[src/sv/ckbh_pkg.sv]
`timescale 1ns / 1ps
package ckbh_pkg;

  localparam int unsigned KEY_W   = 8;
  localparam int unsigned SUM_W   = 32;
  localparam int unsigned SHIFT_W = 5;
  localparam int unsigned BKT_W   = 20;
  localparam int unsigned OUT_TDATA_W = 56;

  localparam logic [KEY_W-1:0]   CHAR_LOWER_A = 8'h61;
  localparam logic [KEY_W-1:0]   CHAR_LOWER_Z = 8'h7A;
  localparam logic [KEY_W-1:0]   CASE_OFFSET  = 8'd32;
  localparam logic [KEY_W-1:0]   KEY_END      = 8'h00;
  localparam logic [SHIFT_W-1:0] SHIFT_STEP   = 5'd5;
  localparam logic [SHIFT_W-1:0] SHIFT_LIMIT  = 5'd25;
  localparam logic [SHIFT_W-1:0] SHIFT_DROP   = 5'd24;
  localparam logic [BKT_W-1:0]   BKT_RESET    = 20'd101;

  // queue between front and back
  localparam int unsigned QDEPTH = 4;
  localparam int unsigned QPTR_W = $clog2(QDEPTH);
  localparam int unsigned QCNT_W = $clog2(QDEPTH + 1);

  typedef struct packed {
    logic full;
    logic empty;
  } q_stat_t;

endpackage

[src/sv/ckbh_front.sv]
`timescale 1ns / 1ps
module ckbh_front (
  input  logic                        clk,
  input  logic                        rst_n,
  input  logic                        byte_accept,
  input  logic [ckbh_pkg::KEY_W-1:0]  key_byte,
  output logic                        push,
  output logic [ckbh_pkg::SUM_W-1:0]  push_sum
);
  import ckbh_pkg::*;

  logic [SUM_W-1:0]   sum_r, sum_nxt;
  logic [SHIFT_W-1:0] shift_r, shift_nxt;
  logic [KEY_W-1:0]   folded;
  logic [SUM_W-1:0]   term;
  logic [SHIFT_W-1:0] shift_step;
  logic               key_end;

  // fold lower case to upper case
  always_comb begin
    if (key_byte >= CHAR_LOWER_A && key_byte <= CHAR_LOWER_Z) begin
      folded = key_byte - CASE_OFFSET;
    end else begin
      folded = key_byte;
    end
  end

  // sign-extend and shift into place
  assign term = {{(SUM_W-KEY_W){folded[KEY_W-1]}}, folded} << shift_r;

  // shift walks 0,5,..,20 then wraps by 24
  always_comb begin
    shift_step = shift_r + SHIFT_STEP;
    if (shift_step >= SHIFT_LIMIT) begin
      shift_step = shift_step - SHIFT_DROP;
    end
  end

  assign key_end = (key_byte == KEY_END);

  always_comb begin
    sum_nxt   = sum_r;
    shift_nxt = shift_r;
    if (byte_accept) begin
      if (key_end) begin
        sum_nxt   = '0;
        shift_nxt = '0;
      end else begin
        sum_nxt   = sum_r + term;
        shift_nxt = shift_step;
      end
    end
  end

  always_ff @(posedge clk) begin
    if (!rst_n) begin
      sum_r   <= '0;
      shift_r <= '0;
    end else begin
      sum_r   <= sum_nxt;
      shift_r <= shift_nxt;
    end
  end

  // finished key goes to the queue
  assign push     = byte_accept && key_end;
  assign push_sum = sum_r;

`ifndef SYNTHESIS
  a_shift_range: assert property (@(posedge clk) disable iff (!rst_n)
    shift_r < SHIFT_LIMIT)
    else $error("shift amount out of range");
  a_clear_after_end: assert property (@(posedge clk) disable iff (!rst_n)
    push |=> (sum_r == '0 && shift_r == '0))
    else $error("state not cleared after key end");
`endif

endmodule

[src/sv/ckbh_queue.sv]
`timescale 1ns / 1ps
module ckbh_queue (
  input  logic                        clk,
  input  logic                        rst_n,
  input  logic                        push,
  input  logic [ckbh_pkg::SUM_W-1:0]  push_data,
  input  logic                        pop,
  output logic [ckbh_pkg::SUM_W-1:0]  pop_data,
  output ckbh_pkg::q_stat_t           stat
);
  import ckbh_pkg::*;

  logic [SUM_W-1:0]  mem_r [QDEPTH];
  logic [QPTR_W-1:0] wr_ptr_r, wr_ptr_nxt;
  logic [QPTR_W-1:0] rd_ptr_r, rd_ptr_nxt;
  logic [QCNT_W-1:0] cnt_r, cnt_nxt;
  logic              do_push, do_pop;

  assign stat.full  = (cnt_r == QCNT_W'(QDEPTH));
  assign stat.empty = (cnt_r == '0);
  assign do_push    = push && !stat.full;
  assign do_pop     = pop && !stat.empty;
  assign pop_data   = mem_r[rd_ptr_r];

  always_comb begin
    wr_ptr_nxt = do_push ? wr_ptr_r + 1'b1 : wr_ptr_r;
    rd_ptr_nxt = do_pop ? rd_ptr_r + 1'b1 : rd_ptr_r;
    cnt_nxt    = cnt_r + QCNT_W'(do_push) - QCNT_W'(do_pop);
  end

  always_ff @(posedge clk) begin
    if (!rst_n) begin
      wr_ptr_r <= '0;
      rd_ptr_r <= '0;
      cnt_r    <= '0;
    end else begin
      wr_ptr_r <= wr_ptr_nxt;
      rd_ptr_r <= rd_ptr_nxt;
      cnt_r    <= cnt_nxt;
    end
  end

  // word storage
  always_ff @(posedge clk) begin
    if (do_push) begin
      mem_r[wr_ptr_r] <= push_data;
    end
  end

endmodule

[src/sv/ckbh_back.sv]
`timescale 1ns / 1ps
module ckbh_back (
  input  logic                        clk,
  input  logic                        rst_n,
  input  logic [ckbh_pkg::BKT_W-1:0]  bucket_count,
  input  ckbh_pkg::q_stat_t           q_stat,
  input  logic [ckbh_pkg::SUM_W-1:0]  q_data,
  output logic                        q_pop,
  output logic                        out_valid,
  input  logic                        out_ready,
  output logic [ckbh_pkg::BKT_W-1:0]  out_index,
  output logic [ckbh_pkg::SUM_W-1:0]  out_sum
);
  import ckbh_pkg::*;

  typedef enum logic [2:0] {
    ST_IDLE = 3'b001,
    ST_CALC = 3'b010,
    ST_FIN  = 3'b100
  } state_t;

  localparam int unsigned CNT_W = $clog2(SUM_W);

  state_t             state_r, state_nxt;
  logic [CNT_W-1:0]   cnt_r, cnt_nxt;
  logic [SUM_W-1:0]   quo_r, quo_nxt;
  logic [SUM_W-1:0]   sum_r, sum_nxt;
  logic [BKT_W-1:0]   rem_r, rem_nxt;
  logic [BKT_W-1:0]   div_r, div_nxt;
  logic               out_valid_r, out_valid_nxt;
  logic [BKT_W-1:0]   out_index_r, out_index_nxt;
  logic [SUM_W-1:0]   out_sum_r, out_sum_nxt;
  logic [BKT_W:0]     trial;
  logic [BKT_W:0]     trial_sub;
  logic               slot_free;

  // one restoring remainder step per cycle
  assign trial     = {rem_r, quo_r[SUM_W-1]};
  assign trial_sub = trial - {1'b0, div_r};
  assign slot_free = !out_valid_r || out_ready;

  always_comb begin
    state_nxt     = state_r;
    cnt_nxt       = cnt_r;
    quo_nxt       = quo_r;
    sum_nxt       = sum_r;
    rem_nxt       = rem_r;
    div_nxt       = div_r;
    out_valid_nxt = out_valid_r && !out_ready;
    out_index_nxt = out_index_r;
    out_sum_nxt   = out_sum_r;
    q_pop         = 1'b0;
    unique case (state_r)
      ST_IDLE: begin
        if (!q_stat.empty) begin
          q_pop     = 1'b1;
          quo_nxt   = q_data;
          sum_nxt   = q_data;
          rem_nxt   = '0;
          div_nxt   = bucket_count;
          cnt_nxt   = '0;
          state_nxt = ST_CALC;
        end
      end
      ST_CALC: begin
        if (trial >= {1'b0, div_r}) begin
          rem_nxt = trial_sub[BKT_W-1:0];
        end else begin
          rem_nxt = trial[BKT_W-1:0];
        end
        quo_nxt = {quo_r[SUM_W-2:0], 1'b0};
        cnt_nxt = cnt_r + 1'b1;
        if (cnt_r == CNT_W'(SUM_W - 1)) begin
          state_nxt = ST_FIN;
        end
      end
      ST_FIN: begin
        if (slot_free) begin
          out_valid_nxt = 1'b1;
          out_index_nxt = (div_r == '0) ? '0 : rem_r;
          out_sum_nxt   = sum_r;
          state_nxt     = ST_IDLE;
        end
      end
      default: begin
        state_nxt = ST_IDLE;
      end
    endcase
  end

  always_ff @(posedge clk) begin
    if (!rst_n) begin
      state_r     <= ST_IDLE;
      out_valid_r <= 1'b0;
    end else begin
      state_r     <= state_nxt;
      out_valid_r <= out_valid_nxt;
    end
  end

  // datapath, no reset needed
  always_ff @(posedge clk) begin
    cnt_r       <= cnt_nxt;
    quo_r       <= quo_nxt;
    sum_r       <= sum_nxt;
    rem_r       <= rem_nxt;
    div_r       <= div_nxt;
    out_index_r <= out_index_nxt;
    out_sum_r   <= out_sum_nxt;
  end

  assign out_valid = out_valid_r;
  assign out_index = out_index_r;
  assign out_sum   = out_sum_r;

`ifndef SYNTHESIS
  a_rem_bound: assert property (@(posedge clk) disable iff (!rst_n)
    (state_r == ST_FIN && div_r != '0) |-> rem_r < div_r)
    else $error("remainder not below bucket count");
  a_pop_only_idle: assert property (@(posedge clk) disable iff (!rst_n)
    q_pop |=> state_r == ST_CALC && cnt_r == '0)
    else $error("pop did not start a reduction");
`endif

endmodule

[src/sv/case_insensitive_key_bucket_hash.sv]
`timescale 1ns / 1ps
// Path: a key-end word accepted on in_ goes through the queue, 32 remainder steps in
//   the bit-serial remainder unit, and the output register to out_.
// Throughput: one key byte per cycle while the queue has room; the remainder unit
//   takes one sum at a time, so a 4-word queue lets the front run ahead of it.
// Reset: rst_n synchronous active low; clears sum, shift, queue, back state,
//   output valid, and sets bucket_count to 101.
module case_insensitive_key_bucket_hash (
  input  logic                              clk,
  input  logic                              rst_n,
  // cfg: bucket_count
  input  logic                              cfg_valid,
  output logic                              cfg_ready,
  input  logic [ckbh_pkg::BKT_W-1:0]        cfg_data,
  // in_tdata: [7:0] key_byte
  input  logic                              in_tvalid,
  output logic                              in_tready,
  input  logic [ckbh_pkg::KEY_W-1:0]        in_tdata,
  // out_tdata: [19:0] bucket_index, [51:20] hash_sum, [55:52] zero
  output logic                              out_tvalid,
  input  logic                              out_tready,
  output logic [ckbh_pkg::OUT_TDATA_W-1:0]  out_tdata
);
  import ckbh_pkg::*;

  logic [BKT_W-1:0] bucket_count_r, bucket_count_nxt;
  logic             byte_accept;
  logic             push;
  logic [SUM_W-1:0] push_sum;
  logic             q_pop;
  logic [SUM_W-1:0] q_data;
  q_stat_t          q_stat;
  logic [BKT_W-1:0] out_index;
  logic [SUM_W-1:0] out_sum;

  // configuration register
  assign cfg_ready        = 1'b1;
  assign bucket_count_nxt = (cfg_valid && cfg_ready) ? cfg_data : bucket_count_r;

  always_ff @(posedge clk) begin
    if (!rst_n) begin
      bucket_count_r <= BKT_RESET;
    end else begin
      bucket_count_r <= bucket_count_nxt;
    end
  end

  // take bytes while the queue has room
  assign in_tready   = !q_stat.full;
  assign byte_accept = in_tvalid && in_tready;

  ckbh_front u_front (
    .clk         (clk),
    .rst_n       (rst_n),
    .byte_accept (byte_accept),
    .key_byte    (in_tdata),
    .push        (push),
    .push_sum    (push_sum)
  );

  ckbh_queue u_queue (
    .clk       (clk),
    .rst_n     (rst_n),
    .push      (push),
    .push_data (push_sum),
    .pop       (q_pop),
    .pop_data  (q_data),
    .stat      (q_stat)
  );

  ckbh_back u_back (
    .clk          (clk),
    .rst_n        (rst_n),
    .bucket_count (bucket_count_r),
    .q_stat       (q_stat),
    .q_data       (q_data),
    .q_pop        (q_pop),
    .out_valid    (out_tvalid),
    .out_ready    (out_tready),
    .out_index    (out_index),
    .out_sum      (out_sum)
  );

  assign out_tdata = {(OUT_TDATA_W-SUM_W-BKT_W)'(0), out_sum, out_index};

endmodule
[config.mk]
export PLATFORM = sky130hd
export DESIGN_NAME = case_insensitive_key_bucket_hash
export DESIGN_NICKNAME = d
export VERILOG_FILES = /design/src/sv/ckbh_pkg.sv /design/src/sv/ckbh_front.sv /design/src/sv/ckbh_queue.sv /design/src/sv/ckbh_back.sv /design/src/sv/case_insensitive_key_bucket_hash.sv
export SDC_FILE = /design/constraint.sdc
export NUM_CORES = 1
export LEC_CHECK = 0
export ABC_CLOCK_PERIOD_IN_PS = 5700
export BUFFER_PORTS_ARGS = -buffer_cell sky130_fd_sc_hd__buf_2
export CORE_ASPECT_RATIO = 1.75
export CORE_MARGIN = 1.5
export CORE_UTILIZATION = 50
export CTS_BUF_LIST = sky130_fd_sc_hd__clkbuf_2
export DETAILED_ROUTE_END_ITERATION = 8
export GPL_TIMING_DRIVEN = 0
export PLACE_DENSITY = 0.7
export SYNTH_ARGS = -nofsm -noshare
export SYNTH_HDL_FRONTEND = slang
export SYNTH_SLANG_ARGS = --single-unit
[constraint.sdc]
create_clock -name clk -period 5.7 [get_ports clk]
set_clock_uncertainty 0.05 [all_clocks]
set_input_delay 0 -clock clk [delete_from_list [all_inputs] [get_ports clk]]
set_output_delay 0 -clock clk [all_outputs]
set_load 0.01 [all_outputs]
==> results of run 1 <==
-- per-layer routing --
layer  up-vias  track usage [%]
met5         -                0
met4         0             17.2
met3       132             3.88
met2       318             45.5
met1      5498             22.3
li1       5462                -
-- cells in the final DEF (no fill, tap or decap), types with 22 or more instances in the layout --
cell type / count
nor2_1: 73
edfxtp_1: 289
a21oi_1: 58
buf_2: 87
xnor2_1: 27
nor2b_1: 64
clkbuf_2: 115
dlygate4sd3_1: 101
clkbuf_1: 40
mux2i_1: 43
o21ai_0: 55
inv_1: 45
a21o_1: 23
dfxtp_1: 70
nand2_1: 159
xor2_1: 22
mux4_2: 32
ha_1: 64
-- worst register-to-register path, stage by stage, from the launching register on --
cell	delay, ns
dfxtp_1	0.43
inv_1	0.09
clkbuf_8	0.17
o21ai_0	0.40
nor2_1	0.07
a21oi_1	0.35
mux2i_1	0.27
nor2_1	0.22
ha_1	0.34
and3_1	0.20
and3_1	0.19
a211oi_2	0.39
a21oi_1	0.25
o21ai_0	0.53
o21ai_0	0.16
a211oi_1	0.25
o31ai_1	0.09
dlygate4sd3_1	0.58
-- registers in the layout, summed over array words and instances (netlist names), named ones only --
name / cells
u_queue.mem_r: 128
u_back.out_sum: 32
u_back.quo_r: 32
u_back.sum_r: 32
u_front.push_sum: 32
bucket_count_r: 20
u_back.div_r: 20
u_back.out_index: 20
u_back.rem_r: 20
u_back.cnt_r: 5
u_front.shift_r: 5
u_back.state_r: 3
u_queue.cnt_r: 3
u_queue.rd_ptr_r: 2
u_queue.wr_ptr_r: 2
u_back.out_valid: 1
-- how the worst min path moves through the flow --
stage | from | end | slack (ns) | cells past startpoint
final | in_tdata[3] | u_queue.mem_r[1][30]$_DFFE_PP_ | 0.27 | 5
after global routing | in_tdata[3] | u_queue.mem_r[1][30]$_DFFE_PP_ | 0.24 | 5
after CTS | in_tdata[3] | u_queue.mem_r[0][27]$_DFFE_PP_ | 0.16 | 5
after detailed placement | cfg_data[2] | bucket_count_r[2]$_SDFFE_PN1P_ | 0.17 | 3
after global placement | cfg_data[2] | bucket_count_r[2]$_SDFFE_PN1P_ | 0.17 | 3
after floorplan | cfg_data[0] | bucket_count_r[0]$_SDFFE_PN1P_ | 0.08 | 2
-- cells by family (layout without fill, tap and decap cells) --
logic type	Yosys count	in the layout	synth area share [%]
AND/OR/NAND/NOR	408	408	11.8
flip-flops	359	359	60.7
AO/OA/AOI/OAI	243	243	9.43
buffers and inverters	107	442	2.80
multiplexers	80	80	7.29
adder cells (fa/ha/maj)	67	67	5.19
XOR/XNOR	50	50	2.72
other	2	6	0.0453
-- area by class of cell --
class / count / area [µm²] / share of cell area [%]
clock inverters: 31 / 243 / 1.25
diodes: 1 / 2.50 / 0.0128
inverters: 45 / 169 / 0.867
flip-flops and latches: 359 / 10100 / 51.7
plain buffers: 62 / 295 / 1.52
clock buffers: 114 / 571 / 2.93
well taps: 405 / 507 / 2.60
repair buffers: 190 / 1520 / 7.82
multi-input cells: 853 / 6100 / 31.3
-- timing repair --
action | 4_1_cts | 5_1_grt
gates resized for setup | 0 | 1
hold endpoints to repair | 135 | 0
hold buffers | 101 | 0
setup endpoints to repair | 0 | 2
-- power by group --
part / total (mW) / switching, mW / internal, mW
Combinational: 3.75 / 2.20 / 1.55
Clock: 1.73 / 1.01 / 0.726
Sequential: 4.11 / 0.399 / 3.72
Total: 9.60 / 3.61 / 5.99
==> key figures, run 1 <==
Yosys
  • Cell variety after synth: between 70 and 80
  • EDFF count, synth: between 200 and 300
  • Leading area contributor after synthesis: edfxtp_1
  • Mapped Cells: around 1,300
  • Leading cell types by count after synthesis: 289 x edfxtp_1, 159 x nand2_1, 75 x nor2_1, 70 x dfxtp_1
  • Synth top area share: between 50% and 60%
  • Ys async rst share: 0%
  • Ys flop type: edfxtp_1
  • Synth Register Bits: between 300 and 400
  • Mapped Area: roughly 17,000 µm²
  • Syn Area/Cell: approximately 13 µm²
  • Seq/Total Area, Yosys: between 60% and 70%
  • Top post-synthesis cells by area: edfxtp_1 52%, dfxtp_1 8.4%, ha_1 4.8%
  • Yosys warns: 0
  • Most frequent cell after synthesis: edfxtp_1

Finish
  • Fillers: between 2,000 and 3,000
  • NumNets Final: approximately 1,700
  • Fraction of final layout cells sized beyond drive strength 1: 17.2%
  • Core Util, Final: about three fifths
  • Synth-to-Final Area Change: 17.4%
  • Final instance area: roughly 19,000 µm²
  • Final Instance Count excl. Fillers: about 2,000

Route
  • Iteration-0 DRC Markers: around 650
  • Drt wl/cell: 19.2 µm
  • Drt total wl: between 30 and 40 mm
  • Vias per cell: ~5.5
  • Post-route DRC: 0
  • Remaining antenna violation count after routing: 0
  • DR WL met3: between 1 and 1.5 mm
  • DR WL met2: 22.0 mm
  • Router iterations before antenna repair: 7
  • WL met1: 13.5 mm
  • Uppermost layer routed: met4
  • Routed via count: about 11,000

Place
  • Dpl hpwl: ~28 mm
  • Worst slack at placement: -0.0283 ns
  • I/O Buffers: 85
  • Placed inst area: roughly 18,000 µm²
  • RePlAce Congestion: approximately 0.94
  • Placed cells: about 1,800

Timing
  • Worst rel slew slack: 16.8%
  • Hold violation count in the final report: 0
  • Fmax: between 150 and 200 MHz
  • Max Slew Vio Count: 0
  • RSZ-0062 raised after global routing: no
  • PnR worst setup slack: 0.593 ns
  • Fin crit share: about nine tenths
  • Minimum clock period: a little over 5 ns
  • Setup violators final: 0
  • Total negative slack: 0 ns
  • Hold_ws: 0.271 ns
  • Worst-Margin Slew: between 1 and 1.5 ns

Critical path
  • Worst reg2reg endpoint: u_front.push_sum[27]$_SDFFE_PN0P_
  • R2R cell count: 17
  • R2R Setup Slk: 0.59 ns
  • Worst R2R Start: u_front.shift_r[0]$_SDFFE_PN0P_
  • CP Data Required Time: 6.52 ns
  • Critical Path Sink Type: flip-flop
  • Crit path arrival time: about 5.9 ns
  • Critical path's slowest cell: dlygate4sd3_1
  • WP buf/inv: 3
  • Crit path to: u_front.push_sum[27]$_SDFFE_PN0P_
  • Worst-path cell chain: inv_1 -> clkbuf_8 -> o21ai_0 -> nor2_1 -> a21oi_1 -> mux2i_1 -> nor2_1 -> ha_1 -> and3_1 -> and3_1 -> a211oi_2 -> a21oi_1 -> o21ai_0 -> o21ai_0 -> a211oi_1 -> o31ai_1 -> dlygate4sd3_1
  • Cell mode on critical path: o21ai_0
  • Crit-path max FO: 10
  • Crit Path Category: reg2reg
  • Startpoint types: flip-flop
  • Slowest stage delay, CP: 0.58 ns
  • Start point of the critical path: u_front.shift_r[0]$_SDFFE_PN0P_
  • WP depth: 17
  • Cell family with most CP delay: compound AO/OA/AOI/OAI gates

Pwr
  • Total power: roughly 9.6 mW
  • Peak VDD IR: ~0.31 mV
  • Cell leakage power: roughly 7.6 nW
  • PD cells: roughly 490 nW/µm²

Floorplan
  • Top Ports: just over 90
  • Starting Density: around half
  • Die X: 141 µm
  • Die ar.: approximately 34,000 µm²
  • Core box area: roughly 33,000 µm²
  • Die H: 244 µm
  • Row cnt: 88

GRT
  • Total track usage: a little under a quarter
  • Largest net degree at the start of global routing: 33
  • First-pass GRT wire length: 62.4 mm
  • GRT overflow: 0
  • Initial antenna violation count: 1
  • Vias in the first global route: between 10,000 and 15,000

Clock network
  • Max clock buf depth: 3
  • Worst-Skew Late Latency: about 0.99 ns
  • Cts bufs inserted: 78
  • Worst-path clk slew: roughly 0.12 ns
  • Num Clock Sinks: approximately 360
  • Root Driver: clkbuf_2
  • CTS tree: done
  • CTS H-tree lvls: 3
  • Setup Fix Bufs, Post-CTS: 0

Run
  • Max-capacitance violation count: 0

Outcome
  • Status: complete, no violations

Worst hold path
  • Worst Hold Class: in2reg
No activity file was read; power rests on OpenSTA's default activity.
==> run 2: changes to the inputs <==
Settings changed: CORE_UTILIZATION 50 to 55, PLACE_DENSITY 0.7 to 0.76.
==> run 2 against run 1 <==
Effect of this change:
- combinational power grew 1%
- critical path depth is the same
- global-route usage grew 2.1 points
- sequential share of layout area grew 0.27 points
- cell count shrank 1.4%
- core utilization grew 5.6 points
- count of clock-buffer cells in the layout shrank 4
==> key figures, run 2 (same netlist as run 1, synthesis figures left out) <==
Outcome
  • Status: complete, no violations

Timing
  • Setup violators final: 0
  • Fin crit share: around 90%
  • Worst-Margin Slew: 1.17 ns
  • Minimum clock period: approximately 5.2 ns
  • Worst rel slew slack: roughly a fifth
  • Max Slew Vio Count: 0
  • Hold violation count in the final report: 0
  • RSZ-0062 raised after global routing: no
  • Fmax: ~190 MHz

Finish
  • NumNets Final: 1,684
  • Most frequent cells in the layout: 289 x edfxtp_1, 159 x nand2_1, 111 x clkbuf_2, 96 x dlygate4sd3_1, 87 x buf_2
  • Largest register FFs: between 100 and 150
  • Most common cell after layout, fill and taps aside: edfxtp_1
  • Synth-to-Final Area Change: 16.8%
  • Final instance area: just under 20,000 µm²
  • Core Util, Final: about two thirds
  • Combined area of the multi-input logic cells: between 6000 and 7000 µm²
  • Sequential Area: 10,100 µm²
  • Fraction of final layout cells sized beyond drive strength 1: 17.0%
  • Fillers: 2,185
  • Final Instance Count excl. Fillers: between 2,000 and 2,500
  • Biggest register: u_queue.mem_r

Critical path
  • Critical Path Sink Type: flip-flop
  • CP Data Required Time: 6.53 ns
  • Crit path arrival time: between 6 and 7 ns
  • Startpoint types: flip-flop
  • R2R cell count: 17
  • Crit-path max FO: 10
  • Worst R2R Start: u_front.shift_r[0]$_SDFFE_PN0P_
  • Worst reg2reg endpoint: u_front.push_sum[31]$_SDFFE_PN0P_
  • Crit Path Category: reg2reg
  • R2R Setup Slk: approximately 0.46 ns

Route
  • Vias per cell: between 5 and 6
  • Drt total wl: about 40 mm
  • Routed via count: around 11,000
  • Drt wl/cell: ~20 µm
  • Remaining antenna violation count after routing: 0
  • Router iterations before antenna repair: 5
  • Iteration-0 DRC Markers: 678
  • Post-route DRC: 0

Clock network
  • Max clock buf depth: 3
  • Cts bufs inserted: between 70 and 80
  • Worst-Skew Late Latency: between 0.9 and 1 ns
  • Root Driver: clkbuf_2
  • CTS tree: done
  • Num Clock Sinks: 359
  • Worst-path clk slew: ~0.13 ns
  • Setup Fix Bufs, Post-CTS: 0
  • CTS H-tree lvls: 3

Floorplan
  • Top Ports: 92
  • Core box area: between 20,000 and 30,000 µm²
  • Die ar.: 31,300 µm²
  • Starting Density: 55.6%
  • Die X: 134 µm
  • Row cnt: between 80 and 90
  • Die H: about 230 µm

Place
  • Placed inst area: 17,600 µm²
  • Dpl hpwl: between 20 and 30 mm
  • RePlAce Congestion: between 0.9 and 1
  • I/O Buffers: 85
  • Placed cells: roughly 1,800

Run
  • Max-capacitance violation count: 0

Pwr
  • Switching Fraction: 37.9%
  • PD cells: about 500 nW/µm²
  • Sequential share of power: a little over two fifths
  • Total power: approximately 9.6 mW
  • Clock power frac: between 15 and 20%
  • Peak VDD IR: roughly 0.33 mV
  • Internal power: about 6 mW
  • P_sw: roughly 3.6 mW
  • Cell leakage power: roughly 7.6 nW
  • Combinational share of power: roughly two fifths

GRT
  • Total track usage: about a quarter
  • GRT overflow: 0
  • Initial antenna violation count: 1
  • Vias in the first global route: 12,100
  • Largest net degree at the start of global routing: 33
  • First-pass GRT wire length: between 60 and 70 mm

Worst hold path
  • Worst Hold Class: in2reg
  • Hold Startpoint: in_tdata[1]
  • Cell depth of the worst min-delay path: 7
  • Hold path endpoint: u_front.push_sum[8]$_SDFFE_PN0P_
run 2: final cells by class:
class	instances	area share [%]
clock buffer	110	2.84
sequential	359	52.0
tap	387	2.50
timing repair buffer	185	7.60
multi-input combinational	853	31.4
clock inverter	30	1.23
buffer	62	1.52
inverter	45	0.871
antenna	1	0.0129
run 2: metrics by stage:
stage / setup TNS, ns / hold slack, ns / setup slack (ns)
2_1_floorplan: 0 / 0.0781 / 0.225
3_3_place_gp: -93.30 / 0.175 / -1.92
3_5_place_dp: 0 / 0.180 / 0.0343
4_1_cts: 0 / 0.0534 / 0.363
5_1_grt: 0 / 0.173 / 0.188
6_report: 0 / 0.160 / 0.459
run 2: per-layer routing:
metal,part of all wire [%],vias up,GRT usage (%)
li1,-,5421,-
met1,34,5527,23.7
met2,56,362,49.9
met3,3.7,139,4.62
met4,6.8,0,18.6
met5,0,-,0
run 2: timing repair:
item | in CTS | in global routing
resized for setup | 0 | 1
endpoints found under the setup margin | 0 | 1
hold endpoints to repair | 122 | 0
hold buffers | 96 | 0
run 2: how the worst max path moves through the flow:
stage                     slack, ns  cells past startpoint                            start                                end
after detailed placement       0.03                     20                      in_tdata[4]  u_front.push_sum[31]$_SDFFE_PN0P_
after global routing           0.19                     17  u_front.shift_r[0]$_SDFFE_PN0P_  u_front.push_sum[31]$_SDFFE_PN0P_
after floorplan                0.22                      4   u_back.state_r[1]$_SDFFE_PN0P_     u_back.state_r[0]$_SDFFE_PN1P_
after CTS                      0.36                     17  u_front.shift_r[0]$_SDFFE_PN0P_  u_front.push_sum[31]$_SDFFE_PN0P_
after global placement        -1.92                      4   u_back.state_r[1]$_SDFFE_PN0P_     u_back.state_r[0]$_SDFFE_PN1P_
final                          0.46                     17  u_front.shift_r[0]$_SDFFE_PN0P_  u_front.push_sum[31]$_SDFFE_PN0P_
run 2: power groups by stage:
stage / Sequential [mW] / Combinational [mW] / Clock, mW
2_1_floorplan: 4.05 / 2.74 / 0
3_3_place_gp: 4.22 / 3.42 / 0
3_5_place_dp: 4.16 / 3.65 / 0
4_1_cts: 4.11 / 3.74 / 1.73
5_1_grt: 4.17 / 4.15 / 1.85
6_report: 4.12 / 3.79 / 1.70
run 2: critical path: stages, from the launching register on:
cell and delay (ns):
dfxtp_1 0.47, inv_1 0.10, clkbuf_8 0.17, o21ai_0 0.42, nor2_1 0.07, a21oi_1 0.32, mux2i_1 0.28, nor2_1 0.19
ha_1 0.32, and3_1 0.20, and3_1 0.18, a211oi_1 0.65, a21oi_1 0.31, o21ai_1 0.42, o211ai_1 0.13, a31oi_1 0.48
xnor3_1 0.29, o21ai_1 0.11
